--- src/rtl/sbs_pkg.sv ---
// Shared types and constants for the sorted table binary search block.
// Used by every module under rtl except sbs_ram; depends on nothing.
`default_nettype none

package sbs_pkg;

	localparam int TABLE_DEPTH = 1024;
	localparam int DATA_W      = 32;
	localparam int IDX_W       = 10;
	localparam int ADDR_W      = $clog2(TABLE_DEPTH);
	// search bounds: room for one below zero and one above the last index
	localparam int BND_W       = ((ADDR_W > IDX_W) ? ADDR_W : IDX_W) + 2;

	typedef logic signed [BND_W-1:0] bnd_t;

	localparam bnd_t MAX_HI = BND_W'(TABLE_DEPTH - 1);

	typedef enum logic [0:0] {
		OP_WRITE  = 1'b0,
		OP_SEARCH = 1'b1
	} op_t;

	typedef struct packed {
		op_t                       op;
		logic [IDX_W-1:0]          write_index;
		logic signed [DATA_W-1:0]  write_value;
		logic signed [DATA_W-1:0]  search_key;
		logic [IDX_W-1:0]          search_low;
		logic [IDX_W-1:0]          search_high;
	} req_t;

	typedef struct packed {
		logic             found;
		logic [IDX_W-1:0] position;
	} rsp_t;

	typedef enum logic [1:0] {
		ST_IDLE,
		ST_PROBE,
		ST_FINISH
	} state_t;

	typedef struct packed {
		logic load_start;
		logic ram_we;
		logic step;
		logic load_out;
	} cmd_t;

	typedef struct packed {
		logic start_empty;
		logic probe_done;
	} stat_t;

endpackage

`default_nettype wire

--- src/rtl/sbs_ctrl.sv ---
// Controller for the binary search block: state machine and output valid.
// Depends on sbs_pkg for the state, command and status types.
`default_nettype none

module sbs_ctrl (
	input  wire logic            clk,
	input  wire logic            arst_n,
	input  wire logic            req_valid,
	input  wire sbs_pkg::op_t    req_op,
	output      logic            req_stall,
	output      logic            rsp_valid,
	input  wire logic            rsp_stall,
	input  wire sbs_pkg::stat_t  stat,
	output      sbs_pkg::cmd_t   cmd,
	output      sbs_pkg::state_t state
);

	sbs_pkg::state_t state_q, state_d;
	logic            rsp_valid_q;
	logic            out_free;

	assign out_free = !rsp_valid_q || !rsp_stall;

	always_comb begin
		state_d = state_q;
		unique case (state_q)
			sbs_pkg::ST_IDLE: begin
				if (req_valid && req_op == sbs_pkg::OP_SEARCH) begin
					state_d = stat.start_empty ? sbs_pkg::ST_FINISH : sbs_pkg::ST_PROBE;
				end
			end
			sbs_pkg::ST_PROBE: begin
				if (stat.probe_done) begin
					state_d = sbs_pkg::ST_FINISH;
				end
			end
			sbs_pkg::ST_FINISH: begin
				if (out_free) begin
					state_d = sbs_pkg::ST_IDLE;
				end
			end
			default: state_d = sbs_pkg::ST_IDLE;
		endcase
	end

	always_comb begin
		cmd            = '0;
		cmd.load_start = (state_q == sbs_pkg::ST_IDLE) && req_valid
			&& (req_op == sbs_pkg::OP_SEARCH);
		cmd.ram_we     = (state_q == sbs_pkg::ST_IDLE) && req_valid
			&& (req_op == sbs_pkg::OP_WRITE);
		cmd.step       = (state_q == sbs_pkg::ST_PROBE);
		cmd.load_out   = (state_q == sbs_pkg::ST_FINISH) && out_free;
	end

	always_ff @(posedge clk or negedge arst_n) begin
		if (!arst_n) begin
			state_q     <= sbs_pkg::ST_IDLE;
			rsp_valid_q <= 1'b0;
		end else begin
			state_q <= state_d;
			if (cmd.load_out) begin
				rsp_valid_q <= 1'b1;
			end else if (!rsp_stall) begin
				rsp_valid_q <= 1'b0;
			end
		end
	end

	assign req_stall = (state_q != sbs_pkg::ST_IDLE);
	assign rsp_valid = rsp_valid_q;
	assign state     = state_q;

endmodule

`default_nettype wire

--- config.mk ---
export PLATFORM = sky130hd
export DESIGN_NAME = sbs_ctrl
export DESIGN_NICKNAME = d
export VERILOG_FILES = /design/src/rtl/sbs_pkg.sv /design/src/rtl/sbs_ctrl.sv
export SDC_FILE = /design/constraint.sdc
export NUM_CORES = 1
export LEC_CHECK = 0
export BUFFER_PORTS_ARGS = -buffer_cell sky130_fd_sc_hd__buf_2
export CORE_AREA = 2 2 39 41
export DETAILED_ROUTE_END_ITERATION = 8
export DIE_AREA = 0 0 41 43
export GPL_TIMING_DRIVEN = 0
export HOLD_SLACK_MARGIN = 0.05
export PLACE_DENSITY = 0.42
export SYNTH_ARGS = -nofsm -noshare
export SYNTH_HDL_FRONTEND = slang
export SYNTH_SLANG_ARGS = --single-unit
--- constraint.sdc ---
create_clock -name clk -period 1.26 [get_ports clk]
set_input_delay 0.063 -clock clk [delete_from_list [all_inputs] [get_ports clk]]
set_output_delay 0.063 -clock clk [all_outputs]
set_load 0.01 [all_outputs]
; ---- Yosys cells after proc, flatten, opt, wreduce, memory -nomap -nowiden
; Index checks and enable logic that the tools add are counted.
[op_classes]
mux = 7
reduce_logical = 11
n_eq_ne = 6
bitwise_logic = 1
[op_table]
columns = cell, n
row1 = $mux 2, 4
row2 = $ne 2x2->1 const B, 3
row3 = $pmux 2 s3, 1
row4 = $logic_and 1x1->1, 5
row5 = $reduce_and 3->1, 1
row6 = $eq 2x1->1 const B, 1
row7 = $eq 2x2->1 const B, 1
row8 = $logic_not 1->1, 2
row9 = $logic_not 2->1, 1
row10 = $mux 1, 2
row11 = $ne 2x1->1 const B, 1
row12 = $reduce_bool 2->1, 1
row13 = $logic_or 1x1->1, 1
row14 = $not 1->1, 1
[word_totals]
regBits = 3
in_bits = 7
output_inout_bits = 8
wordCells = 27

; ---- Longest topological paths before layout
[logic_depth]
word_depth = 4
ltp_mapped = 2

; ---- Worst setup path before layout
; No wires, ideal clock.
[synth_timing]
path_kind = register to output
startpoint = register state_q[0] (netlist: state[0])
endpoint = output cmd[2] (netlist bit)
slack_ns = 0.079
stages_incl_launch_ff = 3
arrival_time_ns = 1.118
path_cell_list = dfrtp_1 -> or2_2 -> nor3b_1
[synth_rtl]
columns = item, line
row1 = start: declaration, sbs_ctrl.sv:18  ; sbs_pkg::state_t state_q, state_d;
row2 = start signal: assignment, sbs_ctrl.sv:58  ; state_q <= sbs_pkg::ST_IDLE;
row3 = start signal: assignment, sbs_ctrl.sv:61  ; state_q <= state_d;
row4 = end: declaration, sbs_ctrl.sv:14  ; output sbs_pkg::cmd_t cmd,

==> flow_summary.json <==
{
  "status": "finished with violations",
  "violations": "negative setup slack",
  "diodes": 0,
  "seq_area_um2": 76.32,
  "rsz0062_at_grt": "true",
  "worst_pin_slew_ns": 0.1517,
  "clockBufferDepth": 2,
  "cap_viol_max_count": 0,
  "synth_area_leaders": "dfrtp_1 (43%), and4bb_1 (7.2%), and4b_2 (6.5%)",
  "final_antenna_net_count": 0,
  "required_ns": 1.20,
  "grt_max_degree": 5,
  "grt_pass1_vias": 203,
  "drt-initial-drc-count": 3,
  "io-pin-count": 15,
  "ys_types": 12,
  "grt_pass1_wl_um": 828,
  "hold_ws_ns": 0.07480,
  "multi_input_area_um2": 105.1,
  "clock.fmax_mhz": 767.3,
  "cts_made_buffers": 3,
  "core_mm2": 0.001384,
  "powerDensity_mw_per_mm2": 1244,
  "place_inst": 46,
  "ir_drop_mv": 0.4714,
  "grt_overflow": 0,
  "min_period_ns": 1.303,
  "areaGrowthSynthToFinish_pct": 101.4,
  "yosys_warnings": 0,
  "yosysSeqAreaShare": 0.4348,
  "synth_top_cell_area_share": 0.4348,
  "tns_ns": -0.06720,
  "preCtsSetupSlack_ns": 0.1263,
  "num-fill-cells": 157,
  "portBuffers": 14,
  "min_period_over_period": 1.034,
  "cts_root_buffer": "clkbuf_4",
  "antenna_found_initial": 0,
  "end_kind": "output port",
  "finClkSkew_ns": 0.001777,
  "timing.final.max_slew_violations": 0,
  "cts_tree": "yes",
  "h-tree-depth": 1,
  "dpl-instance-area_um2": 262.8,
  "dr.pass1.iters": 3,
  "stdcell_area_um2": 347.8,
  "hold_path.class": "input pin to register",
  "crit_path_start_kind": "register",
  "layoutNonFillerInstCount": 55,
  "grt_use_total": 0.07337,
  "worst_slack_ns": -0.04324,
  "critPathArrivalTime_ns": 1.24,
  "viasPerCell": 3.873,
  "hold_violations": 0,
  "syn_area_per_cell_um2": 10.79,
  "p_leak_nw": 0.1885,
  "netlist_area_um2": 172.7,
  "power_mw": 0.4326,
  "drc": 0,
  "layout-drive-gt1-share": 0.6154,
  "final_util": 0.2514,
  "die_h_um": 43,
  "synth_top_area_cell": "dfrtp_1",
  "setup_viol": 3,
  "dieArea_mm2": 0.001763,
  "path_class": "register to output port",
  "rows": 14,
  "netlist_instances": 16,
  "synth_seq_cells": 3,
  "clk_pin_slew_ns": 0.04,
  "finalNetCount": 47,
  "vias": 213,
  "die_w_um": 41,
  "cts_sinks": 3,
  "worstSkewPairLatency_ns": 0.24,
  "syn_nets": 23,
  "start_util": 0.1248,
  "path_max_fanout": 3,
  "gp_congestion": 0.5827,
  "wl_per_cell_um": 10.16,
  "slew_headroom": 0.8989,
  "wirelength_um": 559
}
[worst max-delay path, cell delays in order, from the launching register on]
cell     delay [ns]
dfrtp_2        0.42
buf_6          0.12
or2b_1         0.22
a21oi_1        0.11
buf_2          0.14
[worst paths after layout]
kind	slack, ns	endpoint	startpoint	depth (start not counted)
min in group asynchronous	0.15	rsp_valid$_DFFE_PN0P_	arst_n	2
max	-0.04	cmd[0]	state[0]$_DFFE_PN0P_	4
min reg2reg	0.51	rsp_valid$_DFFE_PN0P_	rsp_valid$_DFFE_PN0P_	2
min	0.07	state[1]$_DFFE_PN0P_	stat[0]	2
max reg2reg	0.08	state[1]$_DFFE_PN0P_	state[0]$_DFFE_PN0P_	3
max in group asynchronous	0.99	state[0]$_DFFE_PN0P_	arst_n	2
[repair_timing]
action	in CTS	in global routing
hold buffers	2	0
setup buffers	3	0
pin swaps	1	0
setup endpoints to repair	1	4
gates cloned	0	0
gates resized for setup	2	3
hold endpoints to repair	4	0
[synth_stat cells, drive strengths merged]
library cell  number
and4bb             1
nand2              2
nand4bb            1
a21oi              2
or2b               1
dfrtp              3
nand2b             1
a221o              1
nor3b              1
or2                1
and2b              1
and4b              1
[cell type report]
cell class,instances,area share
Tap cell,16,0.05755
Multi-Input combinational cell,13,0.3022
Clock buffer,4,0.07554
Sequential cell,3,0.2194
Timing Repair Buffer,19,0.3453
[cells in the final DEF, fill, tap and decap left out]
master	instances
dlygate4sd3_1	2
clkbuf_1	1
nand4bb_1	1
dfrtp_1	2
nand2b_1	1
or2b_1	1
nor3b_2	1
nand2_1	2
dfrtp_2	1
and4b_2	1
buf_6	2
a21oi_1	2
or2_4	1
and2b_1	1
buf_2	14
buf_4	1
clkbuf_4	3
and4bb_1	1
a221o_1	1
[metal layers]
layer,global-route usage,part of all wire
met5,0,0
met4,0.02000,0
met3,0.06806,0.17
met2,0.09063,0.32
met1,0.09032,0.50
[kinds of logic (layout without fill, tap and decap cells)]
kind of cell    Yosys count  after routing  share of synthesized area
compound gates            3              3                     0.1159
simple gates             10             10                     0.4494
buf+inv                   0             23                          0
flops                     3              3                     0.4348
[registers in the layout, summed over array words and instances, names as in the netlist]
| register | cells |
|---|---|
| rsp_valid | 1 |
| state | 2 |
[report_power, final]
part | total [mW] | switching, mW | leakage [nW] | internal, mW
clock network | 0.175 | 0.0556 | 0.0150 | 0.119
registers | 0.125 | 0.0141 | 0.0381 | 0.111
logic | 0.133 | 0.0576 | 0.135 | 0.0754
total | 0.433 | 0.127 | 0.188 | 0.305
(Power assumes the default switching activity.)
